<file path="config.mk">
export PLATFORM = sky130hd
export DESIGN_NAME = kiwi_drive_motor_command_top
export DESIGN_NICKNAME = d
export VERILOG_FILES = /design/src/design/kdmc_pkg.sv /design/src/design/kdmc_div.sv /design/src/design/kiwi_drive_motor_command_top.sv
export VERILOG_INCLUDE_DIRS = /design/src /design/src/design
export SDC_FILE = /design/constraint.sdc
export NUM_CORES = 2
export LEC_CHECK = 0
export ABC_CLOCK_PERIOD_IN_PS = 17450
export BUFFER_PORTS_ARGS = -buffer_cell sky130_fd_sc_hd__buf_4
export CAP_MARGIN = 25
export CORE_UTILIZATION = 65
export CTS_CLUSTER_DIAMETER = 80
export DETAILED_ROUTE_END_ITERATION = 10
export PLACE_DENSITY = 0.82
export SYNTH_ARGS = -nofsm -noshare
export SYNTH_HDL_FRONTEND = slang
export SYNTH_SLANG_ARGS = --single-unit
</file>
<file path="constraint.sdc">
create_clock -name clk -period 17.45 [get_ports clk]
set_clock_uncertainty 0.1 [all_clocks]
set_input_delay 3.49 -clock clk [delete_from_list [all_inputs] [get_ports clk]]
set_output_delay 3.49 -clock clk [all_outputs]
set_load 0.005 [all_outputs]
</file>
<file path="src/design/kiwi_drive_motor_command_top_assert.svh">
// Assertion macros for the kiwi drive motor command block.
`ifndef KIWI_DRIVE_MOTOR_COMMAND_TOP_ASSERT_SVH
`define KIWI_DRIVE_MOTOR_COMMAND_TOP_ASSERT_SVH
`ifndef SYNTHESIS
`define KDMC_ASSERT_SAME(lbl, ante, cons) \
  lbl: assert property (@(posedge clk) disable iff (!rst_n) (ante) |-> (cons)) \
    else $error("kdmc: same-cycle check failed");
`define KDMC_ASSERT_NEXT(lbl, ante, cons) \
  lbl: assert property (@(posedge clk) disable iff (!rst_n) (ante) |=> (cons)) \
    else $error("kdmc: next-cycle check failed");
`else
`define KDMC_ASSERT_SAME(lbl, ante, cons)
`define KDMC_ASSERT_NEXT(lbl, ante, cons)
`endif
`endif

</file>
<file path="src/design/kdmc_pkg.sv">
// Types, constants and microcode table of the kiwi drive motor command block.
package kdmc_pkg;

  // Input and result transactions.
  typedef struct packed {
    logic              op;
    logic signed [15:0] vel_x;
    logic signed [15:0] vel_y;
    logic signed [15:0] vel_rot;
    logic              stop_pressed;
    logic              enable_pressed;
  } in_item_t;

  typedef struct packed {
    logic        motor_enable;
    logic [2:0]  dir_bits;
    logic [15:0] duty_one;
    logic [15:0] duty_two;
    logic [15:0] duty_three;
    logic [2:0]  overspeed_bits;
    logic [2:0]  duty_error_bits;
  } out_item_t;

  // Configuration register indexes.
  localparam logic [2:0] REG_MAX_RPM    = 3'd0;
  localparam logic [2:0] REG_MIN_DUTY   = 3'd1;
  localparam logic [2:0] REG_MAX_DUTY   = 3'd2;
  localparam logic [2:0] REG_INVERT_X   = 3'd3;
  localparam logic [2:0] REG_INVERT_Y   = 3'd4;
  localparam logic [2:0] REG_INVERT_ROT = 3'd5;

  // Input operation codes.
  localparam logic OP_VELOCITY = 1'b0;
  localparam logic OP_BUTTON   = 1'b1;

  // Q16 kinematic coefficients, motor RPM per input LSB.
  localparam logic signed [17:0] COEF_FULL = 18'sd72227;
  localparam logic signed [17:0] COEF_HALF = 18'sd36114;
  localparam logic signed [17:0] COEF_SQRT = 18'sd62551;
  localparam logic signed [17:0] COEF_DIST = 18'sd11556;
  localparam logic [14:0] RPM_LIMIT = 15'd32767;

  localparam logic [1:0] MOTOR_LAST = 2'd2;

  // Divider handshake from the sequencer.
  typedef struct packed {
    logic load;
    logic step;
  } div_ctl_t;

  // Microprogram steps.
  typedef logic [3:0] step_t;
  localparam step_t S_DISPATCH = 4'd0;
  localparam step_t S_MUL_X    = 4'd1;
  localparam step_t S_MUL_Y    = 4'd2;
  localparam step_t S_MUL_W    = 4'd3;
  localparam step_t S_ACC      = 4'd4;
  localparam step_t S_RPM      = 4'd5;
  localparam step_t S_CHECK    = 4'd6;
  localparam step_t S_MUL_SPAN = 4'd7;
  localparam step_t S_LOAD     = 4'd8;
  localparam step_t S_DIV      = 4'd9;
  localparam step_t S_WRITE    = 4'd10;
  localparam step_t S_NEXT     = 4'd11;
  localparam step_t S_DONE     = 4'd12;

  typedef enum logic [3:0] {
    U_DISPATCH, U_MUL_X, U_MUL_Y, U_MUL_W, U_ACC, U_RPM, U_CHECK,
    U_MUL_SPAN, U_LOAD, U_DIV, U_WRITE, U_NEXT, U_DONE
  } uop_t;

  typedef enum logic [2:0] {
    C_NEXT, C_SKIP, C_NO_DUTY, C_ZERO_MAG, C_DIV_MORE, C_MORE_MOTORS, C_OUT_BUSY
  } cond_t;

  typedef struct packed {
    uop_t  op;
    cond_t cond;
    step_t target;
  } ctrl_word_t;

  // Control store: one word per step.
  function automatic ctrl_word_t ucode(input step_t pc);
    ctrl_word_t w;
    case (pc)
      S_DISPATCH: w = '{U_DISPATCH, C_SKIP,        S_DONE};
      S_MUL_X:    w = '{U_MUL_X,    C_NEXT,        S_MUL_X};
      S_MUL_Y:    w = '{U_MUL_Y,    C_NEXT,        S_MUL_X};
      S_MUL_W:    w = '{U_MUL_W,    C_NEXT,        S_MUL_X};
      S_ACC:      w = '{U_ACC,      C_NEXT,        S_MUL_X};
      S_RPM:      w = '{U_RPM,      C_NEXT,        S_MUL_X};
      S_CHECK:    w = '{U_CHECK,    C_NO_DUTY,     S_NEXT};
      S_MUL_SPAN: w = '{U_MUL_SPAN, C_NEXT,        S_MUL_X};
      S_LOAD:     w = '{U_LOAD,     C_ZERO_MAG,    S_WRITE};
      S_DIV:      w = '{U_DIV,      C_DIV_MORE,    S_DIV};
      S_WRITE:    w = '{U_WRITE,    C_NEXT,        S_MUL_X};
      S_NEXT:     w = '{U_NEXT,     C_MORE_MOTORS, S_MUL_X};
      S_DONE:     w = '{U_DONE,     C_OUT_BUSY,    S_DONE};
      default:    w = '{U_DONE,     C_OUT_BUSY,    S_DONE};
    endcase
    return w;
  endfunction

  // Per-motor coefficients of x and y.
  function automatic logic signed [17:0] coef_x(input logic [1:0] m);
    logic signed [17:0] c;
    case (m)
      MOTOR_LAST: c = COEF_FULL;
      default:    c = -COEF_HALF;
    endcase
    return c;
  endfunction

  function automatic logic signed [17:0] coef_y(input logic [1:0] m);
    logic signed [17:0] c;
    case (m)
      2'd0:       c = COEF_SQRT;
      2'd1:       c = -COEF_SQRT;
      default:    c = 18'sd0;
    endcase
    return c;
  endfunction

endpackage

</file>
<file path="src/design/kdmc_div.sv">
// Restoring serial divider, one quotient bit per step, for the duty scaling.
module kdmc_div
  import kdmc_pkg::*;
(
  input  logic        clk,
  input  logic        rst_n,
  input  div_ctl_t    ctl,
  input  logic [30:0] dividend,
  input  logic [15:0] divisor,
  output logic [15:0] quotient,
  output logic        last
);

  logic [15:0] rem_r, rem_nxt;
  logic [15:0] quot_r, quot_nxt;
  logic [3:0]  cnt_r, cnt_nxt;
  logic [16:0] rem_shift;
  logic [16:0] rem_diff;

  // The quotient fits in 16 bits because the upper dividend part stays below the divisor.
  always_comb begin
    rem_shift = {rem_r, quot_r[15]};
    rem_diff  = rem_shift - {1'b0, divisor};
    rem_nxt   = rem_r;
    quot_nxt  = quot_r;
    cnt_nxt   = cnt_r;
    if (ctl.load) begin
      rem_nxt  = {1'b0, dividend[30:16]};
      quot_nxt = dividend[15:0];
      cnt_nxt  = '0;
    end else if (ctl.step) begin
      cnt_nxt = cnt_r + 4'd1;
      if (rem_shift >= {1'b0, divisor}) begin
        rem_nxt  = rem_diff[15:0];
        quot_nxt = {quot_r[14:0], 1'b1};
      end else begin
        rem_nxt  = rem_shift[15:0];
        quot_nxt = {quot_r[14:0], 1'b0};
      end
    end
  end

  // Only the step count is control state.
  always_ff @(posedge clk) begin
    if (!rst_n) begin
      cnt_r <= '0;
    end else begin
      cnt_r <= cnt_nxt;
    end
    rem_r  <= rem_nxt;
    quot_r <= quot_nxt;
  end

  assign quotient = quot_r;
  assign last     = (cnt_r == 4'd15);

endmodule

</file>
<file path="src/design/kiwi_drive_motor_command_top.sv">
// Top level of the kiwi drive motor command block: microcoded sequencer and datapath.
//
// Input channel in_valid / in_stall / in_data carries one velocity command or button
// sample per transaction; result channel out_valid / out_stall / out_data returns one
// result transaction per input. A transaction moves on a rising edge with valid high
// and stall low. The cfg_we / cfg_index / cfg_wdata port writes one register per edge.
// A button item or an item seen with the run latch clear goes from the dispatch step
// straight to the final step. For a velocity item the sequencer runs up to 26 steps per
// motor over one shared 18x17 multiplier and a 16-step serial divider, three motors in
// turn. A motor that is over speed or has a bad duty range ends after 7 steps, and one
// at zero speed skips the divider and ends after 10. One item is in work at a time; the
// next is accepted the cycle after the previous result is loaded into the output
// register.
// A stalled result stays in the output register; the sequencer then waits on its final
// step and holds in_stall high until the result is taken.
// Synchronous reset loads the register defaults (6000, 0, 255, no inversion), sets the
// run latch, clears the enable line, directions and duties, and empties the output.
module kiwi_drive_motor_command_top
  import kdmc_pkg::*;
#(
  parameter int PWM_BITS = 16
) (
  input  logic      clk,
  input  logic      rst_n,
  input  logic      in_valid,
  output logic      in_stall,
  input  in_item_t  in_data,
  output logic      out_valid,
  input  logic      out_stall,
  output out_item_t out_data,
  input  logic        cfg_we,
  input  logic [2:0]  cfg_index,
  input  logic [15:0] cfg_wdata
);

  localparam logic [16:0] DUTY_LIMIT = 17'((32'd1 << PWM_BITS) - 32'd1);

  // Configuration registers.
  logic [15:0] max_rpm_r, max_rpm_nxt;
  logic [15:0] min_duty_r, min_duty_nxt;
  logic [15:0] max_duty_r, max_duty_nxt;
  logic        inv_x_r, inv_x_nxt;
  logic        inv_y_r, inv_y_nxt;
  logic        inv_rot_r, inv_rot_nxt;

  // Block state.
  logic        run_latch_r, run_latch_nxt;
  logic        enable_r, enable_nxt;
  logic [2:0]  dir_r, dir_nxt;
  logic [15:0] duty_r [3];
  logic [15:0] duty_nxt [3];
  logic [2:0]  over_r, over_nxt;
  logic [2:0]  derr_r, derr_nxt;

  // Sequencer.
  logic        busy_r, busy_nxt;
  step_t       pc_r, pc_nxt;
  logic [1:0]  m_r, m_nxt;
  ctrl_word_t  cw;
  logic        jump;

  // Held item.
  logic               op_r, op_nxt;
  logic               stop_r, stop_nxt;
  logic               enbtn_r, enbtn_nxt;
  logic               nz_r, nz_nxt;
  logic signed [16:0] x_r, x_nxt;
  logic signed [16:0] y_r, y_nxt;
  logic signed [16:0] w_r, w_nxt;

  // Datapath.
  logic signed [17:0] mul_a;
  logic signed [16:0] mul_b;
  logic signed [34:0] prod_r, prod_nxt;
  logic signed [35:0] acc_r, acc_nxt;
  logic [14:0]        mag_r, mag_nxt;
  logic [35:0]        acc_abs;
  logic [19:0]        mag_full;
  logic [15:0]        span;
  logic [16:0]        duty_sum;
  logic               no_duty;
  logic signed [16:0] ext_x, ext_y, ext_w;

  // Output register.
  logic      out_valid_r, out_valid_nxt;
  out_item_t out_data_r, out_data_nxt;

  // Divider.
  div_ctl_t    div_ctl;
  logic [15:0] quotient;
  logic        div_last;

  kdmc_div u_div (
    .clk      (clk),
    .rst_n    (rst_n),
    .ctl      (div_ctl),
    .dividend (prod_r[30:0]),
    .divisor  (max_rpm_r),
    .quotient (quotient),
    .last     (div_last)
  );

  assign cw       = ucode(pc_r);
  assign span     = max_duty_r - min_duty_r;
  assign acc_abs  = acc_r[35] ? 36'(-acc_r) : 36'(acc_r);
  assign mag_full = acc_abs[35:16];
  assign duty_sum = {1'b0, min_duty_r} + {1'b0, quotient};
  assign no_duty  = ({1'b0, mag_r} > max_rpm_r) || (min_duty_r > max_duty_r);
  assign ext_x    = {in_data.vel_x[15], in_data.vel_x};
  assign ext_y    = {in_data.vel_y[15], in_data.vel_y};
  assign ext_w    = {in_data.vel_rot[15], in_data.vel_rot};

  // Shared multiplier operand selection.
  always_comb begin
    case (cw.op)
      U_MUL_X:    begin mul_a = coef_x(m_r); mul_b = x_r; end
      U_MUL_Y:    begin mul_a = coef_y(m_r); mul_b = y_r; end
      U_MUL_W:    begin mul_a = COEF_DIST;   mul_b = w_r; end
      U_MUL_SPAN: begin mul_a = {3'b000, mag_r}; mul_b = {1'b0, span}; end
      default:    begin mul_a = '0; mul_b = '0; end
    endcase
    prod_nxt = mul_a * mul_b;
  end

  // Jump condition of the current control word.
  always_comb begin
    case (cw.cond)
      C_NEXT:        jump = 1'b0;
      C_SKIP:        jump = (op_r == OP_BUTTON) || !run_latch_r;
      C_NO_DUTY:     jump = no_duty;
      C_ZERO_MAG:    jump = (mag_r == '0);
      C_DIV_MORE:    jump = !div_last;
      C_MORE_MOTORS: jump = (m_r != MOTOR_LAST);
      C_OUT_BUSY:    jump = out_valid_r && out_stall;
      default:       jump = 1'b0;
    endcase
  end

  // Next state of sequencer, datapath and registers.
  always_comb begin
    max_rpm_nxt   = max_rpm_r;
    min_duty_nxt  = min_duty_r;
    max_duty_nxt  = max_duty_r;
    inv_x_nxt     = inv_x_r;
    inv_y_nxt     = inv_y_r;
    inv_rot_nxt   = inv_rot_r;
    run_latch_nxt = run_latch_r;
    enable_nxt    = enable_r;
    dir_nxt       = dir_r;
    duty_nxt      = duty_r;
    over_nxt      = over_r;
    derr_nxt      = derr_r;
    busy_nxt      = busy_r;
    pc_nxt        = pc_r;
    m_nxt         = m_r;
    op_nxt        = op_r;
    stop_nxt      = stop_r;
    enbtn_nxt     = enbtn_r;
    nz_nxt        = nz_r;
    x_nxt         = x_r;
    y_nxt         = y_r;
    w_nxt         = w_r;
    acc_nxt       = acc_r;
    mag_nxt       = mag_r;
    out_valid_nxt = out_valid_r;
    out_data_nxt  = out_data_r;
    div_ctl       = '0;

    // The user must make configuration writes only while idle; the block does not enforce it.
    if (cfg_we) begin
      case (cfg_index)
        REG_MAX_RPM:    max_rpm_nxt  = cfg_wdata;
        REG_MIN_DUTY:   min_duty_nxt = cfg_wdata;
        REG_MAX_DUTY:   max_duty_nxt = cfg_wdata;
        REG_INVERT_X:   inv_x_nxt    = cfg_wdata[0];
        REG_INVERT_Y:   inv_y_nxt    = cfg_wdata[0];
        REG_INVERT_ROT: inv_rot_nxt  = cfg_wdata[0];
        default: ;
      endcase
    end

    // The receiver takes the result.
    if (out_valid_r && !out_stall) begin
      out_valid_nxt = 1'b0;
    end

    if (!busy_r) begin
      // Capture a new item, applying the axis inversions.
      if (in_valid) begin
        busy_nxt  = 1'b1;
        pc_nxt    = S_DISPATCH;
        op_nxt    = in_data.op;
        stop_nxt  = in_data.stop_pressed;
        enbtn_nxt = in_data.enable_pressed;
        nz_nxt    = (in_data.vel_x != '0) || (in_data.vel_y != '0) ||
                    (in_data.vel_rot != '0);
        x_nxt     = inv_x_r   ? -ext_x : ext_x;
        y_nxt     = inv_y_r   ? -ext_y : ext_y;
        w_nxt     = inv_rot_r ? -ext_w : ext_w;
      end
    end else begin
      pc_nxt = jump ? cw.target : step_t'(pc_r + 4'd1);
      case (cw.op)
        U_DISPATCH: begin
          over_nxt = '0;
          derr_nxt = '0;
          m_nxt    = '0;
          if (op_r == OP_BUTTON) begin
            if (stop_r) begin
              run_latch_nxt = 1'b0;
              enable_nxt    = 1'b0;
            end
            if (enbtn_r) begin
              run_latch_nxt = 1'b1;
            end
          end else if (!run_latch_r) begin
            enable_nxt = 1'b0;
          end else if (nz_r) begin
            enable_nxt = 1'b1;
          end
        end
        U_MUL_Y: acc_nxt = 36'(prod_r);
        U_MUL_W: acc_nxt = acc_r + 36'(prod_r);
        U_ACC:   acc_nxt = acc_r + 36'(prod_r);
        // Truncate toward zero, saturate, and take the direction.
        U_RPM: begin
          mag_nxt = (mag_full > {5'd0, RPM_LIMIT}) ? RPM_LIMIT : mag_full[14:0];
          dir_nxt[m_r] = !(acc_r[35] && (mag_full != '0));
        end
        // Over-speed wins over a bad duty range.
        U_CHECK: begin
          if ({1'b0, mag_r} > max_rpm_r) begin
            over_nxt[m_r] = 1'b1;
          end else if (min_duty_r > max_duty_r) begin
            derr_nxt[m_r] = 1'b1;
          end
        end
        U_LOAD: div_ctl.load = 1'b1;
        U_DIV:  div_ctl.step = 1'b1;
        U_WRITE: begin
          if (duty_sum > DUTY_LIMIT) begin
            derr_nxt[m_r] = 1'b1;
          end else begin
            duty_nxt[m_r] = duty_sum[15:0];
          end
        end
        U_NEXT: begin
          if (m_r != MOTOR_LAST) begin
            m_nxt = m_r + 2'd1;
          end
        end
        U_DONE: begin
          if (!out_valid_r || !out_stall) begin
            busy_nxt      = 1'b0;
            out_valid_nxt = 1'b1;
            out_data_nxt.motor_enable    = enable_r;
            out_data_nxt.dir_bits        = dir_r;
            out_data_nxt.duty_one        = duty_r[0];
            out_data_nxt.duty_two        = duty_r[1];
            out_data_nxt.duty_three      = duty_r[2];
            out_data_nxt.overspeed_bits  = over_r;
            out_data_nxt.duty_error_bits = derr_r;
          end
        end
        default: ;
      endcase
    end
  end

  // Registers.
  always_ff @(posedge clk) begin
    if (!rst_n) begin
      max_rpm_r   <= 16'd6000;
      min_duty_r  <= 16'd0;
      max_duty_r  <= 16'd255;
      inv_x_r     <= 1'b0;
      inv_y_r     <= 1'b0;
      inv_rot_r   <= 1'b0;
      run_latch_r <= 1'b1;
      enable_r    <= 1'b0;
      dir_r       <= '0;
      duty_r      <= '{default: '0};
      over_r      <= '0;
      derr_r      <= '0;
      busy_r      <= 1'b0;
      pc_r        <= S_DISPATCH;
      m_r         <= '0;
      out_valid_r <= 1'b0;
    end else begin
      max_rpm_r   <= max_rpm_nxt;
      min_duty_r  <= min_duty_nxt;
      max_duty_r  <= max_duty_nxt;
      inv_x_r     <= inv_x_nxt;
      inv_y_r     <= inv_y_nxt;
      inv_rot_r   <= inv_rot_nxt;
      run_latch_r <= run_latch_nxt;
      enable_r    <= enable_nxt;
      dir_r       <= dir_nxt;
      duty_r      <= duty_nxt;
      over_r      <= over_nxt;
      derr_r      <= derr_nxt;
      busy_r      <= busy_nxt;
      pc_r        <= pc_nxt;
      m_r         <= m_nxt;
      out_valid_r <= out_valid_nxt;
    end
    op_r       <= op_nxt;
    stop_r     <= stop_nxt;
    enbtn_r    <= enbtn_nxt;
    nz_r       <= nz_nxt;
    x_r        <= x_nxt;
    y_r        <= y_nxt;
    w_r        <= w_nxt;
    prod_r     <= prod_nxt;
    acc_r      <= acc_nxt;
    mag_r      <= mag_nxt;
    out_data_r <= out_data_nxt;
  end

  assign in_stall  = busy_r;
  assign out_valid = out_valid_r;
  assign out_data  = out_data_r;

  `include "kiwi_drive_motor_command_top_assert.svh"

  // An accepted transaction starts the program at its dispatch step.
  `KDMC_ASSERT_NEXT(a_start_dispatch, in_valid && !in_stall, busy_r && (pc_r == S_DISPATCH))
  // A result appears only from the final step of the program.
  `KDMC_ASSERT_NEXT(a_load_from_done, !out_valid_r && !(busy_r && (pc_r == S_DONE)), !out_valid_r)
  // The motor index and step counter stay inside the program.
  `KDMC_ASSERT_SAME(a_motor_range, busy_r, (m_r <= MOTOR_LAST) && (pc_r <= S_DONE))
  // A motor is flagged for over-speed or a duty error, never both.
  `KDMC_ASSERT_SAME(a_flags_disjoint, 1'b1, (over_r & derr_r) == 3'b000)

endmodule

</file>
==> out/summary.txt <==
Most common cell in the netlist = inv_1
Final worst path period need = 9.32 ns
Max-slew violations = 0
Final hold slack = 0.329 ns
Worst stage delay on the critical path = 0.77 ns
Synth Area in Compound Gates = 12.0%
Wirelength, routed = 82000 um
Initial antenna violation count = 0
Ys async rst share = 0%
Static Leak = 0.0153 uW
CTS Buffer Depth = 3
Post-CTS sizing = 0
Final setup vio count = 0
DP Cell Count = 3850
Clock Sinks = 364
Arr. time, crit path = 9.64 ns
Clock tree root buffer cell = clkbuf_16
Avg WL per Cell = 20.9 um
Inserted Clock Buffers = 39
DRT antenna net count = 0
Share of layout cells above drive strength 1 = 9.27%
RR Startpoint = min_duty_r[1]
Post-CTS Setup Inserts = 0
Vias = 23804
Maximum VDD drop = 0.0897 mV
R2r setup slk = 8.13 ns
Total grt overflow = 0
Top cells by count, synth = 442 x inv_1, 436 x nand2_1, 316 x fa_1
Worst skew pair latency = 0.57 ns
Outcome = complete, no violations
Yosys top cell by area = fa_1
Synth cell types = 86
Final nets = 3879
Top post-synthesis cells by area = fa_1 21%, edfxtp_1 20%, dfxtp_1 11%, ha_1 8.2%, inv_1 5.5%
Hold Crit Class = reg -> reg
Critical path peak fanout = 18
Part of the cycle the worst path needs = 53.4%
Worst-margin pin slew = 1.12 ns
Worst rel slew slack = 25.2%
Die Y = 217 um
All-Layer GR Usage = 36.1%
Pwr Density = 77.1 mW/mm^2
Top_reg_cell synth = edfxtp_1
Clock-pin slew on the worst setup and hold paths = 0.07 ns
Post-synthesis xor/xnor area fraction = 4.50%
Ant diodes = 0
Initial Util = 65.9%
Chip width = 217 um
1st-iter DRT viols = 2201
Post-route setup slack = 8.13 ns
Kind of critical path = reg -> reg
Main combinational cell family by area after synthesis = adder cells
Pre-CTS setup slack = 8.34 ns
RR Endpoint = prod_r[34]
Register area = 0.00924 mm^2
Die Area = 0.0470 mm^2
First-pass GRT wire length = 130000 um
YS warnings = 0
Remaining DRCs = 0
Fmax = 107 MHz
Sequential area share after synthesis = 30.8%
Final Hold Violating Endpoints = 0
Drt pass-1 iters = 6
Critical Path RT = 17.77 ns
I/O pins = 135
Max-cap check violation count = 0
FILL cells = 3342
Non-Filler Instances = 3923
Avg Cell Area, Syn = 9.40 um^2
Synthesized area = 0.0300 mm^2
Post-CTS Hold Fix Bufs = 0
Cell Rows = 78
Crit path from = min_duty_r[1]
Post-Synth Simple-Gate Area = 15.0%
Worst setup path end = prod_r[34]
Slowest CP cell = nand2b_1
Core Box Area = 0.0455 mm^2
Number of buffers added on ports = 134
Vias in the first global route = 24555
CTS tree = built
DR vias/cell = 6.07
H-tree lvl count = 2
Synth Register Bits = 364
GP Congestion = 0.984
RSZ-0062 raised after global routing = false
Syn_nets = 3778
Share of the synthesized area in the top cell type = 21.1%
Dpl hpwl = 64200 um
Worst setup EP type = flip-flop
Synthesized-area fraction occupied by adder cells = 29.3%
Area delta synth->final = 9.98%
Startpoint types = flip-flop
Mux contribution to synthesized area = 1.48%
Setup_tns = 0 ns
Post-synth EDFFs = 195
Cell count after synthesis = 3191
Multi-input logic area = 0.0187 mm^2
Largest net degree at the start of global routing = 69
Worst Reg-to-Reg Cells = 35
Final Core Density = 72.5%
-- sequential cells by signal (all words and copies together), names as in the netlist, 17 cells and up --
| register | cells |
|---|---|
| prod_r | 35 |
| x_r | 17 |
| duty_r | 48 |
| w_r | 17 |
| acc_r | 36 |
| out_data | 58 |
| y_r | 17 |
-- metal layers --
layer,track usage (%),up-vias,part of all wire (%)
met5,0,-,0
met1,44.3,11593,37
met3,6.53,300,8.4
met2,58.8,1134,47
li1,-,10777,-
met4,23.3,0,7.0
-- final cells by class --
cell class	instances	area share (%)
well taps	600	2.28
clock inverters	22	0.668
multi-input cells	2276	56.8
inverters	442	5.03
clock buffers	50	3.36
flip-flops and latches	364	28.0
repair buffers	169	3.86
-- worst max-delay path: cells and delay by family, from the launching register on --
kind            cells  cell delay, ns
flops               1            0.45
buf+inv             6            0.32
compound gates     15            2.76
fa+ha+maj           8            3.79
xor+xnor            1            0.08
simple gates        5            1.65
-- logic make-up after synthesis --
logic type      Yosys count
fa+ha+maj               512
mux                      42
compound gates          567
simple gates           1001
xor+xnor                154
flops                   364
buf+inv                 551
-- stage by stage --
step	power, uW	area, um^2
2_1_floorplan	1470	30000
3_5_place_dp	1680	31600
6_report	2540	33000
4_1_cts	2530	33000
5_1_grt	2650	33000
3_3_place_gp	1660	31600
-- cells in the final DEF, fill, tap and decap left out, drive strengths merged, types with 21 or more instances in the layout --
master    n
mux2i    23
nand4    21
nor2    258
fa      316
buf     169
nand2   436
dfxtp   169
clkbuf   50
nor3     37
a21o     63
o21ai   162
o31ai    22
xnor2   102
a21oi   170
ha      196
edfxtp  195
or3      25
nand2b   35
inv     448
and2     28
xor2     52
nand3    72
-- how the worst min path moves through the flow --
stage | end | start | slack [ns] | depth (start not counted)
final | out_data[53] | duty_r[47] | 0.33 | 0
after detailed placement | out_data[48] | duty_r[42] | 0.31 | 0
after CTS | out_data[32] | duty_r[26] | 0.33 | 0
after floorplan | out_data[10] | duty_r[4] | 0.31 | 0
after global placement | out_data[53] | duty_r[47] | 0.31 | 0
after global routing | out_data[32] | duty_r[26] | 0.33 | 0
-- where the power goes --
part | total, uW | internal [uW] | switching [uW] | leakage [uW]
combinational | 672 | 253 | 420 | 0.0114
clock | 858 | 499 | 358 | 0.000663
sequential | 1010 | 957 | 54.1 | 0.00317
No activity file was read; power rests on OpenSTA's default activity.
